===== config.mk =====
export PLATFORM = sky130hd
export DESIGN_NAME = qph_fifo
export DESIGN_NICKNAME = d
export VERILOG_FILES = /design/src/rtl/qph_pkg.sv /design/src/rtl/qph_fifo.sv
export SDC_FILE = /design/constraint.sdc
export NUM_CORES = 1
export LEC_CHECK = 0
export ABC_AREA = 1
export BUFFER_PORTS_ARGS = -buffer_cell sky130_fd_sc_hd__buf_2
export CAP_MARGIN = 10
export CORE_MARGIN = 2
export CORE_UTILIZATION = 25
export DETAILED_ROUTE_END_ITERATION = 7
export SLEW_MARGIN = 15
export SYNTH_ARGS = -nofsm -noshare
export SYNTH_HDL_FRONTEND = slang
export SYNTH_SLANG_ARGS = --single-unit

===== constraint.sdc =====
create_clock -name clk_i -period 7.9 [get_ports clk_i]
set_input_delay 0.79 -clock clk_i [delete_from_list [all_inputs] [get_ports clk_i]]
set_output_delay 0.79 -clock clk_i [all_outputs]
set_load 0.005 [all_outputs]

===== src/rtl/qph_pkg.sv =====
// ----------------------------------------------------------------------------
// qph_pkg
// Shared constants, codes and types of the quadratic probe hash table.
// ----------------------------------------------------------------------------
package qph_pkg;

  localparam int TableDepth = 2048;
  localparam int AddrW      = $clog2(TableDepth);
  localparam int SizeW      = AddrW + 1;
  localparam int KeyBytes   = 7;
  localparam int KeyW       = 8 * KeyBytes;
  localparam int HashW      = 32;
  localparam int ByteCntW   = $clog2(KeyBytes);
  localparam int BitCntW    = $clog2(HashW);

  localparam logic [SizeW-1:0] SizeReset = SizeW'(1031);
  localparam int StepLin = 599;
  localparam int StepSq  = 677;
  // Increment of the probe offset between steps: first value and growth.
  localparam logic [HashW-1:0] IncFirst = HashW'(StepLin + StepSq);
  localparam logic [HashW-1:0] IncGrow  = HashW'(2 * StepSq);

  localparam logic [1:0] CMD_INSERT = 2'd0;
  localparam logic [1:0] CMD_SEARCH = 2'd1;
  localparam logic [1:0] CMD_DELETE = 2'd2;

  localparam logic [2:0] ST_INSERTED  = 3'd0;
  localparam logic [2:0] ST_FOUND     = 3'd1;
  localparam logic [2:0] ST_NOT_FOUND = 3'd2;
  localparam logic [2:0] ST_DELETED   = 3'd3;
  localparam logic [2:0] ST_FULL      = 3'd4;

  // One classified command handed from the front end to the probe engine.
  typedef struct packed {
    logic [1:0]       cmd;
    logic [KeyW-1:0]  key;
    logic [AddrW-1:0] home;
    logic [AddrW-1:0] inc0;
    logic [AddrW-1:0] grow;
  } qph_job_t;

endpackage


===== src/rtl/qph_fifo.sv =====
// ----------------------------------------------------------------------------
// qph_fifo
// Two-entry job queue between the front end and the probe engine.
// ----------------------------------------------------------------------------
module qph_fifo (
  input  logic              clk_i,
  input  logic              rst_ni,
  input  qph_pkg::qph_job_t push_data_i,
  input  logic              push_valid_i,
  output logic              push_ready_o,
  output qph_pkg::qph_job_t pop_data_o,
  output logic              pop_valid_o,
  input  logic              pop_ready_i
);
  import qph_pkg::*;

  qph_job_t   entry_q [2];
  logic       wr_ptr_q, rd_ptr_q;
  logic [1:0] count_q;
  logic       push, pop;

  assign push_ready_o = (count_q != 2'd2);
  assign pop_valid_o  = (count_q != 2'd0);
  assign pop_data_o   = entry_q[rd_ptr_q];
  assign push = push_valid_i && push_ready_o;
  assign pop  = pop_valid_o && pop_ready_i;

  always_ff @(posedge clk_i) begin
    if (push) begin
      entry_q[wr_ptr_q] <= push_data_i;
    end
  end

  always_ff @(posedge clk_i or negedge rst_ni) begin
    if (!rst_ni) begin
      wr_ptr_q <= 1'b0;
      rd_ptr_q <= 1'b0;
      count_q  <= 2'd0;
    end else begin
      if (push) wr_ptr_q <= ~wr_ptr_q;
      if (pop)  rd_ptr_q <= ~rd_ptr_q;
      if (push && !pop) begin
        count_q <= count_q + 2'd1;
      end else if (pop && !push) begin
        count_q <= count_q - 2'd1;
      end
    end
  end

endmodule


==> flow_metrics.env, run 1 <==
export IMPL_run_status="finished clean"
export IMPL_required_ps=7110
export IMPL_ys_ff_latch=186
export IMPL_gp_congestion=0.6920
export IMPL_detail_route_drc_violations=0
export IMPL_maxCapViolations=0
export IMPL_layout_cells_most_common_list="sky130_fd_sc_hd__nand2_1 (283), sky130_fd_sc_hd__buf_2 (187), sky130_fd_sc_hd__edfxtp_1 (182), sky130_fd_sc_hd__clkbuf_16 (17), sky130_fd_sc_hd__inv_1 (6)"
export IMPL_final_common_cell="sky130_fd_sc_hd__nand2_1"
export IMPL_syn_avg_cell_area_um2=13.60
export IMPL_clkSlewWorstSetupHoldPaths_ps=70
export IMPL_worst_r2r_startpoint="rd_ptr_q"
export IMPL_std_cell_rows=60
export IMPL_synth_fp_nets=600
export IMPL_fin_worst_skew_ps=12.77
export IMPL_hold_buffers=0
export IMPL_path_common_cell="sky130_fd_sc_hd__nand2_1"
export IMPL_numCtsBuffers=17
export IMPL_synth_warnings=0
export IMPL_clockPowerShare_pct=26.8
export IMPL_tritoncts_num_sinks=186
export IMPL_powerDensity_nw_per_um2=362.1
export IMPL_seqCellArea_um2=5569
export IMPL_highest_signal_layer="met4"
export IMPL_dp_hpwl_um=9515
export IMPL_netSwitchingFraction_pct=32.34
export IMPL_dr_pass1_iters=4
export IMPL_detailroute_wirelength_met2_um=7622
export IMPL_synth_area_um2=6854
export IMPL_post_synth_num_cell_types=14
export IMPL_timing_fmax_mhz=243.4
export IMPL_antenna_found_initial=1
export IMPL_postPlaceCellArea_um2=8133
export IMPL_insertion_delay_to_the_later_sink_of_the_worst_skew_pair_ps=430
export IMPL_grt_pass1_vias=4171
export IMPL_pin_count=188
export IMPL_gr_total_overflow=0
export IMPL_timing_final_hold_violations=0
export IMPL_final_period_minus_worst_setup_slack_ps=4109
export IMPL_path_class="register to output pin"
export IMPL_reg2reg_to="rd_ptr_q"
export IMPL_port_buffers=187
export IMPL_setup_worst_path_end_class="output pin"
export IMPL_area_inside_the_core_boundary_um2=26950
export IMPL_initial_utilization_pct=25.43
export IMPL_synth_largest_type_area_fraction_pct=79.74
export IMPL_netlist_top_cells_area="sky130_fd_sc_hd__edfxtp_1 (80%), sky130_fd_sc_hd__nand2_1 (15%), sky130_fd_sc_hd__buf_4 (1.8%)"
export IMPL_final_antenna_net_count=0
export IMPL_hold_path_class="input pin to async pin"
export IMPL_intPower_mw=2.140
export IMPL_proportion_of_layout_cells_with_a_drive_suffix_above_1_pct=31.64
export IMPL_synth_sequential_area_ratio_pct=81.20
export IMPL_max_slew_margin_rel_pct=27.13
export IMPL_worst_setup_path_start_kind="register"
export IMPL_cp_slowest_stage_delay_ps=1110
export IMPL_cts_root_to_sink_buffers=2
export IMPL_seqPwrFrac_pct=46.6
export IMPL_fin_nets=791
export IMPL_starting_drc_count_in_detailed_routing=319
export IMPL_worst_pin_slew_ps=1093
export IMPL_critPathArrivalTime_ps=3320
export IMPL_vdd_ir_drop_max_mv=0.1224
export IMPL_fin_crit_sh_pct=52.01
export IMPL_slack_of_the_worst_reg_to_reg_path_ps=5010
export IMPL_slew_violations=0
export IMPL_timing_setup_tns_ps=0
export IMPL_die_area_um2=28760
export IMPL_vias_per_cell=3.995
export IMPL_logic_depth_of_the_worst_register_to_register_path=4
export IMPL_cts_root_buf="sky130_fd_sc_hd__clkbuf_16"
export IMPL_pwr_share_comb_pct=26.6
export IMPL_layout_cell_area_non_filler_um2=8733
export IMPL_met1_length_um=6435
export IMPL_overall_track_demand_over_capacity_in_global_routing_pct=10.43
export IMPL_post_synth_inst_count=504
export IMPL_area_growth_pct=27.42
export IMPL_multiInputGateArea_um2=1131
export IMPL_cts_max_level=4
export IMPL_wire_length_of_the_first_global_routing_pass_um=22450
export IMPL_filler_cell_count=2697
export IMPL_synth_top_area_cell="sky130_fd_sc_hd__edfxtp_1"
export IMPL_vias=4199
export IMPL_crit_chain="clkinv_2 -> buf_4 -> nand2_1 -> nand2_1 -> buf_2"
export IMPL_die_w_um=169.6
export IMPL_met3RoutedLength_um=731
export IMPL_post_cts_buffers=0
export IMPL_maximum_number_of_pins_on_one_net_before_global_route_repair=94
export IMPL_reported_net_switching_power_mw=1.023
export IMPL_chipHeight_um=169.6
export IMPL_clock_tree_from_tritoncts="done"
export IMPL_critPathMaxFanout=93
export IMPL_drt_total_wl_um=14990
export IMPL_cellLeakagePower_nw=3.686
export IMPL_avgRoutedWirePerCell_um=14.26
export IMPL_postCtsResizedCells=0
export IMPL_finish_utilization_pct=32.40
export IMPL_timing_critical_path_slowest_stage_cell="sky130_fd_sc_hd__dfrtp_4"
export IMPL_rsz_0062_raised_after_global_routing="no"
export IMPL_setup_viol_count_final=0
power by group through the flow:
stage	combinational, mW	sequential, mW	clock, mW
floorplan	0.534	1.44	0
global placement	0.851	1.50	0
detailed placement	0.867	1.51	0
CTS	0.870	1.48	0.877
global route	0.963	1.50	0.916
finish	0.842	1.47	0.847
Yosys cell counts:
cell type / number
sky130_fd_sc_hd__buf_6: 1
sky130_fd_sc_hd__nand3_1: 2
sky130_fd_sc_hd__xor2_1: 1
sky130_fd_sc_hd__edfxtp_1: 182
sky130_fd_sc_hd__inv_1: 6
sky130_fd_sc_hd__buf_4: 16
sky130_fd_sc_hd__buf_2: 3
sky130_fd_sc_hd__nand2_1: 283
sky130_fd_sc_hd__ha_1: 1
sky130_fd_sc_hd__nand4_1: 1
sky130_fd_sc_hd__dfrtp_1: 4
sky130_fd_sc_hd__inv_2: 1
sky130_fd_sc_hd__nor2_1: 2
sky130_fd_sc_hd__xnor2_1: 1
cells by family (layout without fill, tap and decap cells):
| group | count (synthesis) | in the layout | synth area share (%) |
|---|---|---|---|
| other cells | 0 | 2 | 0 |
| fa+ha+maj | 1 | 1 | 0.1825 |
| xor+xnor | 2 | 2 | 0.2556 |
| buf+inv | 27 | 231 | 2.519 |
| flops | 186 | 186 | 81.20 |
| simple gates | 288 | 288 | 15.85 |
sequential cells by signal, summed over array words and instances, names as in the netlist:
register  cells
rd_ptr_q      1
count_q       2
entry_q     182
wr_ptr_q      1
worst max path at each step:
| stage | from | to | depth (start not counted) |
|---|---|---|---|
| after floorplan | push_valid_i | entry_q[0][0] | 2 |
| after global placement | rd_ptr_q | pop_data_o[88] | 5 |
| after detailed placement | rd_ptr_q | pop_data_o[85] | 5 |
| after CTS | rd_ptr_q | pop_data_o[85] | 5 |
| after global routing | rd_ptr_q | pop_data_o[40] | 5 |
| final | rd_ptr_q | pop_data_o[41] | 5 |
area by class of cell:
cell class,count,share of cell area [%]
diodes,2,0.05731
clock buffers,19,4.957
clock inverters,13,1.633
inverters,7,0.3152
multi-input cells,291,12.95
flip-flops and latches,186,63.77
well taps,341,4.885
repair buffers,192,11.43
worst max-delay path, delay by kind of cell, from the launching register on:
family                 cells  cell delay [ps]
buffers and inverters      3             1370
DFF                        1             1110
and+or+nand+nor            2              230
layer usage:
metal | GRT usage (%) | vias up
li1 | - | 2077
met3 | 3.032 | 10
met5 | 0 | -
met2 | 18.53 | 107
met1 | 11.89 | 2005
met4 | 3.902 | 0
through the flow:
step / power [mW] / instances / setup WS (ps) / hold slack (ps)
3_5_place_dp: 2.372 / 1016 / 4151 / 492.4
4_1_cts: 3.231 / 1048 / 3657 / 140.2
6_report: 3.163 / 1051 / 3791 / 161.4
5_1_grt: 3.379 / 1049 / 3480 / 142.8
2_1_floorplan: 1.976 / 504 / 2670 / 462.5
3_3_place_gp: 2.353 / 1015 / 4165 / 489.0
Note: power is estimated with default switching activity, not from simulation.
==> run 2: changes to the inputs <==
- clock period: 7.9 -> 3.8 ns (I/O delays scaled with it)
==> flow_metrics.env, run 2 (synthesized netlist as in run 1, its figures left out) <==
export IMPL_run_status="finished clean"
export IMPL_post_cts_buffers=0
export IMPL_dr_pass1_iters=4
export IMPL_cp_slowest_stage_delay_ps=780
export IMPL_critPathArrivalTime_ps=2760
export IMPL_fin_worst_skew_ps=9.255
export IMPL_reg2reg_to="rd_ptr_q"
export IMPL_antenna_found_initial=1
export IMPL_setup_viol_count_final=0
export IMPL_fin_cells=1051
export IMPL_gr_total_overflow=0
export IMPL_instance_count_after_placement_with_tap_cells_included=1018
export IMPL_pwr_share_comb_pct=28.6
export IMPL_pin_count=188
export IMPL_final_antenna_net_count=0
export IMPL_area_inside_the_core_boundary_um2=26950
export IMPL_vias=4163
export IMPL_crit_path_end="pop_data_o[40]"
export IMPL_numCtsBuffers=17
export IMPL_tritoncts_num_sinks=186
export IMPL_clkSlewWorstSetupHoldPaths_ps=70
export IMPL_drt_total_wl_um=14610
export IMPL_initial_utilization_pct=25.43
export IMPL_start_point_of_the_critical_path="rd_ptr_q"
export IMPL_finish_utilization_pct=32.17
export IMPL_intPower_mw=4.301
export IMPL_maximum_number_of_pins_on_one_net_before_global_route_repair=56
export IMPL_registers_top_by_ff_count="entry_q"
export IMPL_detail_route_drc_violations=0
export IMPL_clock_tree_from_tritoncts="done"
export IMPL_timing_final_hold_violations=0
export IMPL_fin_crit_sh_pct=82.56
export IMPL_critPathMaxFanout=48
export IMPL_seqPwrFrac_pct=46.7
export IMPL_postPlaceCellArea_um2=8148
export IMPL_required_ps=3420
export IMPL_rsz_0062_raised_after_global_routing="no"
export IMPL_cts_root_buf="sky130_fd_sc_hd__clkbuf_16"
export IMPL_hold_path_class="input pin to register"
export IMPL_critPathTopFamily="buffers and inverters"
export IMPL_proportion_of_layout_cells_with_a_drive_suffix_above_1_pct=31.59
export IMPL_fin_nets=793
export IMPL_dp_hpwl_um=9410
export IMPL_crit_chain="clkinv_2 -> buf_12 -> nand2_1 -> nand2_1 -> buf_2"
export IMPL_starting_drc_count_in_detailed_routing=275
export IMPL_timing_fmax_mhz=318.7
export IMPL_path_common_cell="sky130_fd_sc_hd__nand2_1"
export IMPL_layout_cell_area_non_filler_um2=8671
export IMPL_timing_setup_tns_ps=0
export IMPL_cts_max_level=4
export IMPL_final_period_minus_worst_setup_slack_ps=3137
export IMPL_cellLeakagePower_nw=3.654
export IMPL_grt_pass1_vias=4046
export IMPL_filler_cell_count=2666
export IMPL_logic_depth_of_the_worst_register_to_register_path=3
export IMPL_detailedPlace_worstSlack_ps=1000
export IMPL_postCtsResizedCells=0
export IMPL_worstPathBufferInverterCount=3
export IMPL_reg_top3="entry_q x182, count_q x2"
export IMPL_final_common_cell="sky130_fd_sc_hd__nand2_1"
export IMPL_maxCapViolations=0
export IMPL_area_growth_pct=26.51
export IMPL_netSwitchingFraction_pct=32.83
export IMPL_cts_root_to_sink_buffers=2
export IMPL_slack_of_the_worst_reg_to_reg_path_ps=1700
export IMPL_hold_buffers=1
export IMPL_gp_congestion=0.6839
export IMPL_std_cell_rows=60
export IMPL_fin_ws_ps=662.7
export IMPL_avgRoutedWirePerCell_um=13.90
export IMPL_overall_track_demand_over_capacity_in_global_routing_pct=10.21
export IMPL_chipHeight_um=169.6
export IMPL_number_of_flip_flops_under_the_largest_register_name=182
export IMPL_worst_setup_path_start_kind="register"
export IMPL_slew_violations=0
export IMPL_timing_critical_path_slowest_stage_cell="sky130_fd_sc_hd__clkinv_2"
export IMPL_wire_length_of_the_first_global_routing_pass_um=21870
export IMPL_worst_r2r_startpoint="rd_ptr_q"
export IMPL_setup_worst_path_end_class="output pin"
export IMPL_die_area_um2=28760
export IMPL_path_class="register to output pin"
export IMPL_clockPowerShare_pct=24.7
export IMPL_max_slew_margin_rel_pct=46.38
export IMPL_powerDensity_nw_per_um2=738.4
export IMPL_worst_pin_slew_ps=804.3
export IMPL_port_buffers=187
export IMPL_vias_per_cell=3.961
export IMPL_vdd_ir_drop_max_mv=0.2351
export IMPL_reported_net_switching_power_mw=2.102
export IMPL_insertion_delay_to_the_later_sink_of_the_worst_skew_pair_ps=420
export IMPL_critical_path_cell_count=5
export IMPL_die_w_um=169.6
export IMPL_layout_cells_most_common_list="sky130_fd_sc_hd__nand2_1 (283), sky130_fd_sc_hd__buf_2 (187), sky130_fd_sc_hd__edfxtp_1 (182), sky130_fd_sc_hd__clkbuf_16 (17), sky130_fd_sc_hd__inv_1 (6)"
## run 2: power groups by stage
stage	registers [mW]	logic [mW]	clock network (mW)
2_1_floorplan	3.00	1.11	0
3_3_place_gp	3.03	1.89	0
3_5_place_dp	3.05	1.91	0
4_1_cts	3.00	1.92	1.63
5_1_grt	3.04	2.09	1.72
6_report	2.99	1.83	1.58
## run 2: how the worst min path moves through the flow
stage | cells after the start | from | slack (ps) | endpoint
4_1_cts | 1 | push_data_i[71] | 120 | entry_q[0][71]
5_1_grt | 1 | push_data_i[84] | 120 | entry_q[1][84]
3_3_place_gp | 1 | rst_ni | 200 | count_q[0]
6_report | 1 | push_data_i[71] | 140 | entry_q[0][71]
2_1_floorplan | 0 | rst_ni | 80 | count_q[0]
3_5_place_dp | 1 | rst_ni | 200 | wr_ptr_q
## run 2: final cells by class
type	instances	area (µm²)	share of cell area (%)
antenna	1	2.502	0.02886
clock inverter	12	77.57	0.8947
clock buffer	19	432.9	4.993
sequential	186	5569	64.23
inverter	7	27.53	0.3175
timing repair buffer	194	1003	11.57
multi-input combinational	291	1131	13.04
tap	341	426.7	4.921
## run 2: layer usage
| metal | wire [µm] | vias to the layer above | global-route usage [%] |
|---|---|---|---|
| li1 | - | 2079 | - |
| met4 | 195 | 0 | 3.828 |
| met2 | 7042 | 117 | 16.77 |
| met5 | 0 | - | 0 |
| met3 | 754 | 9 | 2.845 |
| met1 | 6619 | 1958 | 12.88 |
## run 2: worst reg2reg max path, delay by kind of cell, from the launching register on
family,cells,cell delay (ps)
buffers and inverters,1,820
DFF,1,770
and+or+nand+nor,2,400
## run 2: through the flow
stage          hold slack (ps)  power, mW
6_report                 144.9      6.402
3_3_place_gp             195.3      4.920
3_5_place_dp             197.3      4.954
4_1_cts                  121.3      6.547
5_1_grt                  119.0      6.847
2_1_floorplan            84.41      4.108
==> run 3: changes to the inputs <==
- clock period: 3.8 -> 2.8 ns (I/O delays scaled with it)
==> flow_metrics.env, run 3 (synthesized netlist as in run 1, its figures left out) <==
export IMPL_maxCapViolations=0
export IMPL_intPower_mw=6.109
export IMPL_max_slew_margin_rel_pct=31.76
export IMPL_maximum_number_of_pins_on_one_net_before_global_route_repair=93
export IMPL_std_cell_rows=60
export IMPL_wire_length_of_the_first_global_routing_pass_um=22140
export IMPL_area_growth_pct=28.02
export IMPL_reported_net_switching_power_mw=2.824
export IMPL_gr_total_overflow=0
export IMPL_reg2reg_to="entry_q[1][63]"
export IMPL_initial_utilization_pct=25.43
export IMPL_final_antenna_net_count=0
export IMPL_min_delay_start="push_data_i[77]"
export IMPL_fin_worst_skew_ps=10.24
export IMPL_pwr_share_comb_pct=29.2
export IMPL_avgRoutedWirePerCell_um=13.91
export IMPL_required_ps=2520
export IMPL_setup_worst_path_end_class="output pin"
export IMPL_cts_max_level=4
export IMPL_die_w_um=169.6
export IMPL_vdd_ir_drop_max_mv=0.5518
export IMPL_grt_pass1_vias=4177
export IMPL_starting_drc_count_in_detailed_routing=225
export IMPL_detailedPlace_worstSlack_ps=899.6
export IMPL_report_power_total_mw=8.933
export IMPL_fin_nets=794
export IMPL_worstHoldEndpoint="entry_q[0][77]"
export IMPL_clkSlewWorstSetupHoldPaths_ps=70
export IMPL_layout_cells_most_common_list="sky130_fd_sc_hd__nand2_1 (283), sky130_fd_sc_hd__buf_2 (187), sky130_fd_sc_hd__edfxtp_1 (182), sky130_fd_sc_hd__clkbuf_16 (17), sky130_fd_sc_hd__inv_1 (6)"
export IMPL_cellLeakagePower_nw=3.718
export IMPL_postPlaceCellArea_um2=8180
export IMPL_globalRoute_busiestLayer="met2"
export IMPL_proportion_of_layout_cells_with_a_drive_suffix_above_1_pct=31.93
export IMPL_reg_top3="entry_q x182, count_q x2"
export IMPL_run_status="finished clean"
export IMPL_grt_util_met2_pct=17.44
export IMPL_logic_depth_of_the_worst_register_to_register_path=5
export IMPL_die_area_um2=28760
export IMPL_fin_cells=1054
export IMPL_worst_pin_slew_ps=1024
export IMPL_cts_root_to_sink_buffers=2
export IMPL_netSwitchingFraction_pct=31.61
export IMPL_overall_track_demand_over_capacity_in_global_routing_pct=10.26
export IMPL_gp_congestion=0.6968
export IMPL_fin_ws_ps=515.7
export IMPL_drt_total_wl_um=14660
export IMPL_timing_final_hold_violations=0
export IMPL_critPathArrivalTime_ps=2000
export IMPL_dr_pass1_iters=4
export IMPL_number_of_flip_flops_under_the_largest_register_name=182
export IMPL_fin_crit_sh_pct=81.58
export IMPL_seqPwrFrac_pct=44.1
export IMPL_met1_layer_usage_reported_by_global_route_pct=12.05
export IMPL_final_period_minus_worst_setup_slack_ps=2284
export IMPL_vias=4201
export IMPL_vias_per_cell=3.986
export IMPL_postCtsResizedCells=0
export IMPL_chipHeight_um=169.6
export IMPL_final_common_cell="sky130_fd_sc_hd__nand2_1"
export IMPL_met3_usage_pct=3.965
export IMPL_antenna_found_initial=2
export IMPL_cts_root_buf="sky130_fd_sc_hd__clkbuf_16"
export IMPL_path_class="register to output pin"
export IMPL_clock_tree_from_tritoncts="done"
export IMPL_pin_count=188
export IMPL_port_buffers=187
export IMPL_powerDensity_nw_per_um2=1018
export IMPL_holdPathStages=1
export IMPL_slew_violations=0
export IMPL_timing_fmax_mhz=437.8
export IMPL_timing_setup_tns_ps=0
export IMPL_worst_r2r_startpoint="count_q[0]"
export IMPL_tritoncts_num_sinks=186
export IMPL_numCtsBuffers=17
export IMPL_slack_of_the_worst_reg_to_reg_path_ps=1180
export IMPL_dp_hpwl_um=9206
export IMPL_filler_cell_count=2656
export IMPL_detail_route_drc_violations=0
export IMPL_hold_path_class="input pin to register"
export IMPL_clockPowerShare_pct=26.7
export IMPL_setup_viol_count_final=0
export IMPL_instance_count_after_placement_with_tap_cells_included=1019
export IMPL_critPathMaxFanout=92
export IMPL_area_inside_the_core_boundary_um2=26950
export IMPL_layout_cell_area_non_filler_um2=8775
export IMPL_registers_top_by_ff_count="entry_q"
export IMPL_insertion_delay_to_the_later_sink_of_the_worst_skew_pair_ps=420
export IMPL_rsz_0062_raised_after_global_routing="no"
export IMPL_worst_setup_path_start_kind="register"
run 3: changes by cell type in the layout (fill, tap and decap cells not counted):
| cell | before | now |
|---|---|---|
| sky130_fd_sc_hd__clkinvlp_4 | 5 | 0 |
| sky130_fd_sc_hd__buf_12 | 1 | 3 |
| sky130_fd_sc_hd__bufinv_16 | 0 | 2 |
| sky130_fd_sc_hd__clkbuf_8 | 0 | 2 |
| sky130_fd_sc_hd__clkinv_4 | 0 | 2 |
| sky130_fd_sc_hd__buf_4 | 5 | 4 |
| sky130_fd_sc_hd__clkinv_1 | 2 | 1 |
| sky130_fd_sc_hd__clkinv_2 | 4 | 5 |
| sky130_fd_sc_hd__diode_2 | 1 | 2 |
run 3: per-stage QoR:
| stage | hold slack (ps) | util (%) |
|---|---|---|
| 6_report | 46.00 | 32.56 |
| 5_1_grt | 13.39 | 32.54 |
| 4_1_cts | 19.30 | 32.54 |
| 3_5_place_dp | 94.73 | 30.35 |
| 3_3_place_gp | 93.01 | 30.35 |
| 2_1_floorplan | -15.59 | - |
run 3: routing by layer:
| metal | wire length (µm) | share of wire [%] |
|---|---|---|
| met5 | 13 | 0.089 |
| met4 | 131 | 0.89 |
| met3 | 1031 | 7.0 |
| met2 | 7202 | 49 |
| met1 | 6281 | 43 |
run 3: cell type report:
cell class | count | area [µm²] | share of cell area (%)
clock inverters | 11 | 118.9 | 1.355
clock buffers | 21 | 460.4 | 5.247
flip-flops and latches | 186 | 5569 | 63.47
diodes | 2 | 5.005 | 0.05704
multi-input cells | 291 | 1131 | 12.89
inverters | 7 | 27.53 | 0.3137
repair buffers | 195 | 1036 | 11.81
well taps | 341 | 426.7 | 4.862
run 3: worst max-delay path, stage by stage, from the launching register on:
cell and delay [ps]:
sky130_fd_sc_hd__dfrtp_4 410, sky130_fd_sc_hd__buf_4 780, sky130_fd_sc_hd__nand2_1 120, sky130_fd_sc_hd__nand2_1 130
sky130_fd_sc_hd__buf_2 120
run 3: power by group through the flow:
stage               registers (mW)  logic [mW]  clock network, mW
global route                  4.00        2.98               2.58
detailed placement            4.01        2.69                  0
CTS                           3.95        2.70               2.45
finish                        3.94        2.61               2.38
global placement              3.99        2.67                  0
floorplan                     4.02        1.51                  0
run 3: repair_timing:
item	4_1_cts	5_1_grt
hold buffers	1	0
buffers inserted	0	0
endpoints found under the hold margin	4	0
endpoints found under the setup margin	0	0
run 3: worst max path at each step:
| stage | start | end | depth (start not counted) |
|---|---|---|---|
| 3_3_place_gp | rd_ptr_q | pop_data_o[27] | 4 |
| 4_1_cts | rd_ptr_q | pop_data_o[62] | 4 |
| 2_1_floorplan | count_q[0] | entry_q[0][0] | 4 |
| 5_1_grt | rd_ptr_q | pop_data_o[61] | 4 |
| 6_report | rd_ptr_q | pop_data_o[62] | 4 |
| 3_5_place_dp | rd_ptr_q | pop_data_o[62] | 4 |
