## config.mk

```make
export PLATFORM = sky130hd
export DESIGN_NAME = qph_front_flat
export DESIGN_NICKNAME = d
export VERILOG_FILES = /design/src/rtl/qph_pkg.sv /design/src/rtl/qph_if.sv /design/src/rtl/qph_front.sv /design/src/flat_wrapper.sv
export SDC_FILE = /design/constraint.sdc
export NUM_CORES = 1
export LEC_CHECK = 0
export BUFFER_PORTS_ARGS = -buffer_cell sky130_fd_sc_hd__buf_4
export CORE_ASPECT_RATIO = 0.6
export CORE_MARGIN = 2
export CORE_UTILIZATION = 30
export DETAILED_ROUTE_END_ITERATION = 10
export HOLD_SLACK_MARGIN = 0.03
export PLACE_DENSITY = 0.45
export SETUP_SLACK_MARGIN = 0.05
export SLEW_MARGIN = 40
export SYNTH_ARGS = -nofsm -noshare
export SYNTH_HDL_FRONTEND = slang
export SYNTH_SLANG_ARGS = --single-unit
```

## constraint.sdc

```tcl
create_clock -name clk_i -period 12.65 [get_ports clk_i]
set_input_delay 1.265 -clock clk_i [delete_from_list [all_inputs] [get_ports clk_i]]
set_output_delay 1.265 -clock clk_i [all_outputs]
set_load 0.01 [all_outputs]
```

## src/rtl/qph_pkg.sv

```systemverilog
// ----------------------------------------------------------------------------
// qph_pkg
// Shared constants, codes and types of the quadratic probe hash table.
// ----------------------------------------------------------------------------
package qph_pkg;

  localparam int TableDepth = 2048;
  localparam int AddrW      = $clog2(TableDepth);
  localparam int SizeW      = AddrW + 1;
  localparam int KeyBytes   = 7;
  localparam int KeyW       = 8 * KeyBytes;
  localparam int HashW      = 32;
  localparam int ByteCntW   = $clog2(KeyBytes);
  localparam int BitCntW    = $clog2(HashW);

  localparam logic [SizeW-1:0] SizeReset = SizeW'(1031);
  localparam int StepLin = 599;
  localparam int StepSq  = 677;
  // Increment of the probe offset between steps: first value and growth.
  localparam logic [HashW-1:0] IncFirst = HashW'(StepLin + StepSq);
  localparam logic [HashW-1:0] IncGrow  = HashW'(2 * StepSq);

  localparam logic [1:0] CMD_INSERT = 2'd0;
  localparam logic [1:0] CMD_SEARCH = 2'd1;
  localparam logic [1:0] CMD_DELETE = 2'd2;

  localparam logic [2:0] ST_INSERTED  = 3'd0;
  localparam logic [2:0] ST_FOUND     = 3'd1;
  localparam logic [2:0] ST_NOT_FOUND = 3'd2;
  localparam logic [2:0] ST_DELETED   = 3'd3;
  localparam logic [2:0] ST_FULL      = 3'd4;

  // One classified command handed from the front end to the probe engine.
  typedef struct packed {
    logic [1:0]       cmd;
    logic [KeyW-1:0]  key;
    logic [AddrW-1:0] home;
    logic [AddrW-1:0] inc0;
    logic [AddrW-1:0] grow;
  } qph_job_t;

endpackage

```

## src/rtl/qph_if.sv

```systemverilog
// ----------------------------------------------------------------------------
// qph_if
// Valid/ready channels: command request, result response, size write.
// ----------------------------------------------------------------------------
interface qph_req_if;
  logic                      valid;
  logic                      ready;
  logic [1:0]                cmd;
  logic [qph_pkg::KeyW-1:0]  key;
  modport source (output valid, cmd, key, input ready);
  modport sink   (input valid, cmd, key, output ready);
endinterface


```

## src/rtl/qph_front.sv

```systemverilog
// ----------------------------------------------------------------------------
// qph_front
// Accept a command, hash the key a byte per cycle, reduce it modulo the
// table size with a bit-serial remainder unit and queue the job.
// ----------------------------------------------------------------------------
module qph_front (
  input  logic                      clk_i,
  input  logic                      rst_ni,
  input  logic                      en_i,
  input  logic [qph_pkg::SizeW-1:0] size_i,
  input  logic                      cfg_wr_i,
  qph_req_if.sink                   req,
  output qph_pkg::qph_job_t         job_o,
  output logic                      job_valid_o,
  input  logic                      job_ready_i
);
  import qph_pkg::*;

  typedef enum logic [5:0] {
    F_IDLE = 6'b000001,
    F_HASH = 6'b000010,
    F_MODH = 6'b000100,
    F_MODA = 6'b001000,
    F_MODB = 6'b010000,
    F_PUSH = 6'b100000
  } front_state_e;

  front_state_e        state_q, state_d;
  logic [1:0]          cmd_q;
  logic [KeyW-1:0]     key_q, keysh_q;
  logic [HashW-1:0]    hash_q, div_q;
  logic [ByteCntW-1:0] byte_cnt_q;
  logic [BitCntW-1:0]  bit_cnt_q;
  logic [AddrW-1:0]    rem_q, home_q, inc0_q, grow_q;
  logic                kvalid_q;

  logic [HashW-1:0] hash_sum, hash_nx;
  logic [SizeW-1:0] rem_sh, rem_sub;
  logic [AddrW-1:0] rem_nx;
  logic             mod_last;

  assign req.ready   = en_i && (state_q == F_IDLE);
  assign job_valid_o = (state_q == F_PUSH);
  assign job_o       = '{cmd: cmd_q, key: key_q, home: home_q, inc0: inc0_q, grow: grow_q};

  // Hash round: h = 33 * (h + c), wrapping at 32 bits.
  assign hash_sum = hash_q + {{(HashW-8){1'b0}}, keysh_q[KeyW-1 -: 8]};
  assign hash_nx  = hash_sum + {hash_sum[HashW-6:0], 5'b0};

  // Restoring remainder step, one dividend bit per cycle.
  assign rem_sh   = {rem_q, div_q[HashW-1]};
  assign rem_sub  = rem_sh - size_i;
  assign rem_nx   = (rem_sh >= size_i) ? rem_sub[AddrW-1:0] : rem_sh[AddrW-1:0];
  assign mod_last = (bit_cnt_q == BitCntW'(HashW - 1));

  always_comb begin
    state_d = state_q;
    case (state_q)
      F_IDLE: if (req.valid && req.ready) state_d = F_HASH;
      F_HASH: if (byte_cnt_q == ByteCntW'(KeyBytes - 1)) state_d = F_MODH;
      F_MODH: if (mod_last) state_d = kvalid_q ? F_PUSH : F_MODA;
      F_MODA: if (mod_last) state_d = F_MODB;
      F_MODB: if (mod_last) state_d = F_PUSH;
      F_PUSH: if (job_ready_i) state_d = F_IDLE;
      default: state_d = F_IDLE;
    endcase
  end

  always_ff @(posedge clk_i or negedge rst_ni) begin
    if (!rst_ni) begin
      state_q  <= F_IDLE;
      kvalid_q <= 1'b0;
    end else begin
      state_q <= state_d;
      if (cfg_wr_i) begin
        kvalid_q <= 1'b0;
      end else if (state_q == F_MODB && mod_last) begin
        kvalid_q <= 1'b1;
      end
    end
  end

  always_ff @(posedge clk_i) begin
    case (state_q)
      F_IDLE: begin
        cmd_q      <= req.cmd;
        key_q      <= req.key;
        keysh_q    <= req.key;
        hash_q     <= HashW'(1);
        byte_cnt_q <= '0;
      end
      F_HASH: begin
        hash_q     <= hash_nx;
        keysh_q    <= {keysh_q[KeyW-9:0], 8'b0};
        byte_cnt_q <= byte_cnt_q + ByteCntW'(1);
        div_q      <= hash_nx;
        rem_q      <= '0;
        bit_cnt_q  <= '0;
      end
      F_MODH, F_MODA, F_MODB: begin
        bit_cnt_q <= bit_cnt_q + BitCntW'(1);
        if (mod_last) begin
          rem_q <= '0;
          if (state_q == F_MODH) begin
            home_q <= rem_nx;
            div_q  <= IncFirst;
          end else if (state_q == F_MODA) begin
            inc0_q <= rem_nx;
            div_q  <= IncGrow;
          end else begin
            grow_q <= rem_nx;
          end
        end else begin
          rem_q <= rem_nx;
          div_q <= {div_q[HashW-2:0], 1'b0};
        end
      end
      default: begin
      end
    endcase
  end

endmodule

```

## src/flat_wrapper.sv

```systemverilog
// flat-port wrapper written by rule: the top's interface ports become plain ports
module qph_front_flat import qph_pkg::*;
  (clk_i, rst_ni, en_i, size_i, cfg_wr_i, job_o, job_valid_o, job_ready_i, req_valid, req_cmd, req_key, req_ready);
  qph_req_if req_i ();
  input  logic clk_i;
  input  logic rst_ni;
  input  logic en_i;
  input  logic [qph_pkg::SizeW-1:0] size_i;
  input  logic cfg_wr_i;
  output qph_pkg::qph_job_t job_o;
  output logic job_valid_o;
  input  logic job_ready_i;
  input wire logic [$bits(req_i.valid)-1:0] req_valid;
  input wire logic [$bits(req_i.cmd)-1:0] req_cmd;
  input wire logic [$bits(req_i.key)-1:0] req_key;
  output wire logic [$bits(req_i.ready)-1:0] req_ready;
  assign req_i.valid = req_valid;
  assign req_i.cmd = req_cmd;
  assign req_i.key = req_key;
  assign req_ready = req_i.ready;
  qph_front u_core (.clk_i(clk_i), .rst_ni(rst_ni), .en_i(en_i), .size_i(size_i), .cfg_wr_i(cfg_wr_i), .req(req_i), .job_o(job_o), .job_valid_o(job_valid_o), .job_ready_i(job_ready_i));
endmodule
```

==> results.yml, run 1 <==
status:
  outcome: "finished clean"
synthesis:
  synth_cells: 991
  synthFlopType: "edfxtp_1"
  synth_nets: 1115
  ys_types: 77
  yosysWarnings: 0
  synth_area_um2: 11700
  ys_ff_latch: 237
  synth_edf_count: 230
  postSynth.asyncResetShare_pct: 2.95
  ys_seq_area_share_pct: 60.5
  syn_area_per_cell_um2: 11.8
timing:
  final_hold_viol_count: 0
  max_freq_ghz: 0.183
  worst_pin_slew_ps: 801
  skew_ps: 7.37
  period_share_pct: 43.2
  fin_crit_ps: 5470
  fin_tns_setup_ps: 0
  slew-limit-headroom_pct: 46.5
  setup_slack_ps: 7180
  setup_viol: 0
  rsz0062_at_grt: "false"
  finalMaxSlewViolations: 0
setup_path:
  r2r_start: "u_core.hash_q[0]"
  cpMostUsedCell: "ha_1"
  cp_data_arrival_time_ps: 5740
  cp.required_ps: 12930
  rrSetupSlack_ps: 7180
  cp_slowest_cell: "a211oi_1"
  cp-start-kind: "flip-flop"
  critPathMaxStageDelay_ps: 460
  ff2ff_path_depth: 19
  r2r_end: "u_core.div_q[29]"
  cp-end-kind: "flip-flop"
  worst-path-max-fanout: 5
  crit_type: "flip-flop to flip-flop"
  cp_cell_sequence: "ha_1, fa_1, a211oi_1, o21ai_4, o211ai_1, xor2_1, inv_1, ha_1, a21o_1, nand2b_1, a31oi_1, and3_1, o311a_4, maj3_2, a2111oi_4, nor2_2, o311ai_2, xnor2_1, o21ai_1"
cts:
  ctsHoldBuffers: 0
  cts.sinks: 237
  cts.reportedPaths.clkPinSlew_ps: 60
  cts_buffers: 26
  root_buffer: "clkbuf_16"
  cts_tree: "built"
  htreeDepth: 1
  cts_max_path_buffers: 3
  cts_setup_buffers: 0
  clk_latency_ps: 540
  cts_resized: 0
grt:
  antenna_found_initial: 0
  grt_pass1_vias: 7711
  grt_overflow: 0
  grt_pass1_wl_um: 45500
  track_usage_pct: 14.4
  grt_max_degree: 79
worst_hold_path:
  whs_path_depth: 2
  hp-class: "flip-flop to flip-flop"
  hp-start: "u_core.keysh_q[36]"
  min_to: "u_core.keysh_q[44]"
final_layout:
  area_growth_pct: 24.6
  fillers: 3778
  drive_gt1_share_pct: 22.8
  num_antenna_cells: 0
  layout.nets: 1292
power_and_ir_drop:
  comb_power_share_pct: 48.9
  internal-power_w: 0.00269
  p_sw_share_pct: 41.1
  p_per_area_nw_per_um2: 313
  ir_drop_uv: 177
  p_seq_share_pct: 32.6
  clkPwrFrac_pct: 18.5
  p_sw_w: 0.00188
  leakagePower_nw: 5.78
  p_total_w: 0.00457
place:
  post-place-ws_ps: 7240
  port_buffers: 168
  hpwl_um: 20700
  place_congestion: 0.860
die:
  die-area_um2: 40700
  die_h_um: 157
  core_um2: 38700
  pin_count: 169
  die_x_um: 259
  row_count: 56
  start_util_pct: 30.2
routing:
  drtIter0Drc: 540
  drt-total-wl_um: 29600
  viasPerCell: 4.62
  drtPass1Iterations: 5
  ant_nets: 0
  remaining_drc_errors: 0
  vias: 7904
  routedWlPerCell_um: 17.3
job:
  cap_violations: 0
## Yosys cell counts (6+ instances only)
cell / count / area share, %
and3_1: 6 / 0.32
a31oi_1: 6 / 0.32
nand3_1: 10 / 0.43
nor2_1: 74 / 2.4
nand2b_1: 8 / 0.43
o21a_1: 7 / 0.45
a211oi_1: 8 / 0.51
nor2b_1: 6 / 0.32
a21o_1: 10 / 0.64
dfrtp_1: 6 / 1.3
ha_1: 45 / 4.8
clkbuf_1: 27 / 0.87
o21ai_1: 9 / 0.38
o211ai_1: 11 / 0.70
nand3b_1: 17 / 1.1
mux2_2: 8 / 0.77
inv_1: 42 / 1.3
edfxtp_1: 230 / 59
o21ai_0: 39 / 1.7
a21boi_0: 6 / 0.38
and2_1: 29 / 1.5
nor3_1: 7 / 0.30
nand2_1: 199 / 6.4
nor3b_1: 6 / 0.38
nand4_1: 6 / 0.32
a21oi_1: 27 / 1.2
xor2_1: 25 / 1.9
xnor2_1: 37 / 2.8
## worst max-delay path by stage
stage,cells past startpoint,slack [ps],endpoint,startpoint
after floorplan,4,4620,u_core.byte_cnt_q[0],u_core.state_q[5]
after global placement,19,7250,u_core.hash_q[29],u_core.hash_q[0]
after detailed placement,19,7240,u_core.div_q[29],u_core.hash_q[0]
after CTS,19,7200,u_core.div_q[29],u_core.hash_q[0]
after global routing,19,6840,u_core.div_q[29],u_core.hash_q[0]
final,19,7180,u_core.div_q[29],u_core.hash_q[0]
## worst max-delay path: cells and delay by family, from the launching register on
family,cells,cell delay (ps)
XOR/XNOR,2,630
AO/OA/AOI/OAI,9,2260
flip-flops,1,370
AND/OR/NAND/NOR,3,430
adder cells (fa/ha/maj),4,1420
buffers and inverters,1,90
## state kept, by name, indices dropped and copies added (netlist names), 6 cells and up
| signal | cells |
|---|---|
| u_core.key_q | 56 |
| u_core.rem_q | 11 |
| u_core.state_q | 6 |
| u_core.home_q | 11 |
| u_core.grow_q | 11 |
| u_core.keysh_q | 56 |
| u_core.hash_q | 32 |
| u_core.inc0_q | 11 |
| u_core.div_q | 32 |
## per-layer routing
layer / track usage (%) / wire [um] / vias to the layer above
li1: - / - / 3918
met1: 23.3 / 15700 / 3763
met3: 3.41 / 1840 / 35
met4: 2.59 / 460 / 0
met5: 0 / 0 / -
met2: 19.2 / 11500 / 188
## stage by stage
stage | instance area [um^2] | util [%] | std cells | hold WS [ps]
2_1_floorplan | 11700 | - | 991 | 468
3_3_place_gp | 13600 | 35.1 | 1659 | 493
3_5_place_dp | 13600 | 35.2 | 1662 | 494
4_1_cts | 14600 | 37.7 | 1710 | 503
5_1_grt | 14600 | 37.7 | 1710 | 511
6_report | 14600 | 37.7 | 1710 | 509
## cell families after synthesis
kind of cell / count (synthesis) / share of synthesized area (%)
multiplexers: 11 / 1.03
adder cells (fa/ha/maj): 50 / 5.50
AND/OR/NAND/NOR: 390 / 15.4
buffers and inverters: 73 / 2.50
flip-flops: 237 / 60.5
AO/OA/AOI/OAI: 165 / 10.0
XOR/XNOR: 65 / 5.05
## layout make-up
class | instances | area, um^2 | share of cell area [%]
tap | 522 | 653 | 4.48
clock buffer | 27 | 676 | 4.63
timing repair buffer | 180 | 1370 | 9.40
clock inverter | 21 | 273 | 1.87
sequential | 237 | 7080 | 48.5
inverter | 42 | 158 | 1.08
multi-input combinational | 681 | 4380 | 30.0
## layout by cell type, fill, tap and decap left out, types with 10 or more instances in the layout
master,instances
a21o_1,10
ha_1,45
inv_1,42
buf_4,177
nor2_1,73
xor2_1,25
nand3_1,10
xnor2_1,37
a21oi_1,26
o21ai_0,39
clkbuf_16,27
and2_1,28
nand3b_1,17
o211ai_1,11
edfxtp_1,230
nand2_1,198
## power groups by stage
stage	logic, W	registers (W)	clock network, W
4_1_cts	0.00224	0.00149	0.000869
6_report	0.00224	0.00149	0.000845
3_3_place_gp	0.00223	0.00151	0
2_1_floorplan	0.00145	0.00156	0
3_5_place_dp	0.00223	0.00151	0
5_1_grt	0.00248	0.00152	0.000898
No activity file was read; power rests on OpenSTA's default activity.
==> run 2, diff against run 1 <==
- PLACE_DENSITY: 0.45 -> 0.47
- clock period: 12.65 -> 4.46 ns (I/O delays scaled with it)
==> results.yml, run 2 (same netlist as run 1, synthesis figures left out) <==
status:
  outcome: "finished, violations left"
  violations: "negative setup slack"
timing:
  slew-limit-headroom_pct: 53.3
  rsz0062_at_grt: "true"
  worst_pin_slew_ps: 700
  fin_tns_setup_ps: -2300
  fin_crit_ps: 4740
  skew_ps: 10.6
  period_share_pct: 106
  final_hold_viol_count: 0
  setup_viol: 18
  finalMaxSlewViolations: 0
  setup_slack_ps: -283
  max_freq_ghz: 0.211
setup_path:
  r2r_end: "u_core.div_q[28]"
  crit_start: "u_core.hash_q[0]"
  cp_data_arrival_time_ps: 5040
  crit_type: "flip-flop to flip-flop"
  cpMostUsedCell: "buf_4"
  cp_slowest_cell: "edfxtp_1"
  critPathMaxStageDelay_ps: 380
  worst-path-max-fanout: 3
  cp-start-kind: "flip-flop"
  cp.required_ps: 4760
  cp-end-kind: "flip-flop"
  cp_cell_sequence: "ha_2, fa_2, a211oi_4, buf_4, o21ai_2, a21oi_2, buf_4, xnor2_4, buf_4, ha_1, buf_4, nor3_1, a21oi_4, o211ai_1, a31oi_1, o311a_1, o211ai_1, a21oi_2, or3_1, a32o_1"
  r2r_start: "u_core.hash_q[0]"
  rrSetupSlack_ps: -280
  ff2ff_path_depth: 20
routing:
  drt-total-wl_um: 30200
  vias: 8288
  routedWlPerCell_um: 16.8
  ant_nets: 0
  viasPerCell: 4.61
  remaining_drc_errors: 0
  drtPass1Iterations: 5
  drtIter0Drc: 525
die:
  die_x_um: 259
  start_util_pct: 30.2
  core_um2: 38700
  die_h_um: 157
  pin_count: 169
  die-area_um2: 40700
  row_count: 56
worst_hold_path:
  whs_path_depth: 2
  hp-class: "input pin to flip-flop"
  min_to: "u_core.kvalid_q"
  hp-start: "cfg_wr_i"
power_and_ir_drop:
  leakagePower_nw: 6.23
  clkPwrFrac_pct: 13.6
  p_sw_share_pct: 38.8
  p_sw_w: 0.00566
  p_total_w: 0.0146
  ir_drop_uv: 532
  internal-power_w: 0.00892
  comb_power_share_pct: 57.2
  p_seq_share_pct: 29.2
  p_per_area_nw_per_um2: 946
grt:
  grt_util_met2_pct: 20.6
  grt_pass1_vias: 8072
  grt_busiest_layer: "met1"
  use_met3_pct: 3.77
  grt_pass1_wl_um: 46800
  antenna_found_initial: 0
  track_usage_pct: 14.8
  grt_max_degree: 78
  use_met1_pct: 22.8
  grt_overflow: 0
final_layout:
  area_growth_pct: 31.5
  layout_commonest_cell: "buf_4"
  regArea_um2: 7080
  final_cell_mix: "266 x buf_4, 230 x edfxtp_1, 197 x nand2_1"
  fillers: 3804
  drive_gt1_share_pct: 30.5
  reg.largest.list: "u_core.key_q x56, u_core.keysh_q x56"
  utilization_pct: 39.8
  finalNonFillerCells: 1799
  num_antenna_cells: 0
  multi_input_area_um2: 4660
  layout.nets: 1385
place:
  port_buffers: 168
  place_congestion: 0.853
  hpwl_um: 21300
  dp.cells: 1737
cts:
  cts_buffers: 25
  clk_latency_ps: 540
  cts.sinks: 237
  cts.reportedPaths.clkPinSlew_ps: 60
  cts_tree: "built"
  root_buffer: "clkbuf_16"
  cts_max_path_buffers: 3
  htreeDepth: 1
job:
  cap_violations: 0
## run 2: changes by cell type in the layout (fill, tap and decap cells not counted), moves of 5 or more
cell,change
bufinv_16,-5
clkinvlp_4,-5
xnor2_1,-5
clkbuf_1,+8
o21ai_0,-5
ha_1,-6
buf_4,+89
## run 2: what timing repair did
item	4_1_cts	5_1_grt
hold endpoints to repair	7	0
endpoints found under the setup margin	28	28
hold buffers	1	0
pin swaps	8	29
buffers inserted	7	11
resized for setup	17	35
## run 2: worst max-delay path: cells and delay by family, from the launching register on
| kind | cells | cell delay, ps |
|---|---|---|
| buf+inv | 4 | 620 |
| simple gates | 2 | 710 |
| xor+xnor | 1 | 80 |
| flops | 1 | 380 |
| compound gates | 10 | 1960 |
| fa+ha+maj | 3 | 760 |
## run 2: cell type report
cell class / instances / share of cell area [%]
clock buffers: 35 / 4.43
inverters: 42 / 1.02
repair buffers: 274 / 13.6
flip-flops and latches: 237 / 46.0
multi-input cells: 681 / 30.2
clock inverters: 8 / 0.471
well taps: 522 / 4.24
## run 2: worst max path at each step
stage	depth (start not counted)	end	slack [ps]
after floorplan	19	u_core.div_q[29]	-80
after global placement	18	u_core.div_q[20]	-270
after detailed placement	18	u_core.div_q[20]	-340
after CTS	19	u_core.div_q[29]	-160
after global routing	19	u_core.div_q[29]	-510
final	20	u_core.div_q[28]	-280
## run 2: power by group through the flow
stage	combinational, W	clock [W]	sequential (W)
after CTS	0.00768	0.00206	0.00426
after detailed placement	0.00724	0	0.00429
after global routing	0.00922	0.00214	0.00435
after floorplan	0.00419	0	0.00435
final	0.00834	0.00198	0.00425
after global placement	0.00723	0	0.00428
## run 2: through the flow
| stage | area, um^2 | hold slack [ps] | setup slack, ps |
|---|---|---|---|
| 2_1_floorplan | 11800 | 150 | -83.3 |
| 3_3_place_gp | 14200 | 270 | -272 |
| 3_5_place_dp | 14200 | 274 | -335 |
| 4_1_cts | 15200 | 30.8 | -163 |
| 5_1_grt | 15400 | 47.8 | -509 |
| 6_report | 15400 | 60.4 | -283 |
## run 2: routing by layer
| layer | routed length [um] | part of all wire, % |
|---|---|---|
| met1 | 15500 | 52 |
| met2 | 12200 | 40 |
| met3 | 2000 | 6.6 |
| met4 | 437 | 1.4 |
| met5 | 0 | 0 |
==> run 3, diff against run 2 <==
- ABC_AREA: unset -> 1
- PLACE_DENSITY: 0.47 -> 0.52
- SKIP_LAST_GASP: unset -> 1
==> results.yml, run 3 <==
routing:
  vias: 9340
  drtIter0Drc: 847
  viasPerCell: 4.61
  route.met2.wl_um: 12200
  topRoutingLayerUsed: "met4"
  ant_nets: 0
  wl_met1_um: 17900
  drtPass1Iterations: 5
  drt-total-wl_um: 33100
  dr_wl_met3_um: 2490
  remaining_drc_errors: 0
  routedWlPerCell_um: 16.3
synthesis:
  synth_nets: 1415
  synth_compound_area_share_pct: 4.99
  synth-xor-area-share_pct: 2.85
  synth_cells: 1291
  synth_edf_count: 230
  synth_area_um2: 12300
  yosysWarnings: 0
  ys_types: 48
  synthFlopType: "edfxtp_1"
  yosysMostFrequentCell: "nand2_1"
  syn_area_per_cell_um2: 9.53
  synth_top_family_by_area: "simple AND/OR/NAND/NOR gates"
  yosys.area.top_type: "edfxtp_1"
  synth_top_cells_by_count: "396 x nand2_1, 230 x edfxtp_1, 157 x inv_1, 107 x nor2_1, 68 x nand3_1"
  synth_area_leaders: "edfxtp_1 56%, nand2_1 12%, inv_1 4.8%, ha_1 4.6%, nor2_1 3.3%"
  muxShareOfSynthArea_pct: 0.0814
  yosys.area_share.simple_pct: 23.7
  ys_seq_area_share_pct: 57.6
  synthAdderAreaFrac_pct: 5.07
  ys_ff_latch: 237
  synth_top_area_share_pct: 56.1
  postSynth.asyncResetShare_pct: 2.95
final_layout:
  fillers: 4039
  multi_input_area_um2: 4540
  area_growth_pct: 22.6
  layout_commonest_cell: "nand2_1"
  final_cell_mix: "395 x nand2_1, 230 x edfxtp_1, 180 x buf_4"
  layout.nets: 1600
  reg.largest.list: "u_core.key_q x56, u_core.keysh_q x56"
  regArea_um2: 7080
  num_antenna_cells: 0
  drive_gt1_share_pct: 19.0
timing:
  max_freq_ghz: 0.251
  rsz0062_at_grt: "false"
  slew-limit-headroom_pct: 44.8
  worst_pin_slew_ps: 827
  final_hold_viol_count: 0
  fin_crit_ps: 3980
  period_share_pct: 89.3
  setup_viol: 0
  skew_ps: 11.2
  finalMaxSlewViolations: 0
  fin_tns_setup_ps: 0
cts:
  cts_max_path_buffers: 3
  cts.sinks: 237
  cts_tree: "built"
  clk_latency_ps: 530
  cts.reportedPaths.clkPinSlew_ps: 70
  htreeDepth: 1
  cts_buffers: 24
  cts_resized: 0
  root_buffer: "clkbuf_16"
grt:
  antenna_found_initial: 0
  grt_overflow: 0
  track_usage_pct: 15.2
  grt_pass1_wl_um: 50400
  grt_pass1_vias: 8759
  grt_max_degree: 70
setup_path:
  cp_data_arrival_time_ps: 4260
  rrSetupSlack_ps: 480
  worst-path-max-fanout: 5
  cp-end-kind: "flip-flop"
  cp.required_ps: 4740
  ff2ff_path_depth: 19
  crit_type: "flip-flop to flip-flop"
  cp-start-kind: "flip-flop"
  cp_top_family: "simple AND/OR/NAND/NOR gates"
  critPathMaxStageDelay_ps: 410
  cpMostUsedCell: "nand3_1"
  r2r_end: "u_core.div_q[31]"
  r2r_start: "u_core.hash_q[3]"
  cp_slowest_cell: "ha_1"
  crit_buf_inv: 2
  cp_cell_sequence: "ha_1, nand2_1, nor2_1, nand3_1, nand3_2, nand2_2, nor4_1, nand4_1, xor2_1, ha_1, inv_1, nor3_1, inv_1, nor2_1, nand3_1, nand3_1, nand2_1, nand3_1, nand2_1"
die:
  start_util_pct: 30.4
  core_um2: 40400
  row_count: 57
  die_h_um: 161
  die_x_um: 265
  pin_count: 169
  die-area_um2: 42700
status:
  outcome: "finished clean"
worst_hold_path:
  hp-start: "cfg_wr_i"
  hp-class: "input pin to flip-flop"
  min_to: "u_core.kvalid_q"
  whs_path_depth: 2
job:
  cap_violations: 0
place:
  place_congestion: 0.896
  hpwl_um: 25200
  port_buffers: 168
run 3: layout make-up:
cell class                      count  share of cell area [%]
Sequential cell                   237                    47.0
Multi-Input combinational cell    867                    30.1
Timing Repair Buffer              183                    9.29
Tap cell                          531                    4.41
Clock buffer                       29                    4.11
Inverter                          163                    4.06
Clock inverter                     14                    1.03
run 3: metal layers:
metal	vias to the layer above	GRT usage, %
li1	4641	-
met3	27	3.73
met4	0	2.13
met1	4376	25.2
met2	296	19.7
met5	-	0
run 3: repair_timing:
| item | in CTS | in global routing |
|---|---|---|
| buffers inserted | 0 | 0 |
| hold buffers | 1 | 0 |
| hold endpoints to repair | 7 | 0 |
run 3: stage by stage:
stage | area [um^2] | worst slack, ps | hold WS, ps | utilization [%] | std cells
2_1_floorplan | 12300 | 340 | 150 | - | 1291
3_3_place_gp | 14300 | 642 | 267 | 35.3 | 1980
3_5_place_dp | 14300 | 616 | 264 | 35.4 | 1980
4_1_cts | 15100 | 583 | 33.3 | 37.3 | 2024
5_1_grt | 15100 | 125 | 37.1 | 37.3 | 2024
6_report | 15100 | 477 | 55.4 | 37.3 | 2024
run 3: worst max path at each step:
stage                        from                    to  slack, ps  cells after the start
2_1_floorplan   u_core.state_q[0]  u_core.byte_cnt_q[0]        340                      4
3_3_place_gp     u_core.hash_q[6]      u_core.div_q[31]        640                     19
3_5_place_dp     u_core.hash_q[6]      u_core.div_q[31]        620                     19
4_1_cts        u_core.keysh_q[54]      u_core.div_q[31]        580                     19
5_1_grt          u_core.hash_q[3]      u_core.div_q[31]        130                     19
6_report         u_core.hash_q[3]      u_core.div_q[31]        480                     19
run 3: logic make-up (layout without fill, tap and decap cells):
group / after synthesis / in the layout
AND/OR/NAND/NOR: 667 / 667
flip-flops: 237 / 237
buffers and inverters: 187 / 389
AO/OA/AOI/OAI: 111 / 111
adder cells (fa/ha/maj): 48 / 48
XOR/XNOR: 40 / 40
multiplexers: 1 / 1
Power of run 3 is not shown: default switching activity piles up to over one toggle a cycle in this logic, so the estimate is an artifact.
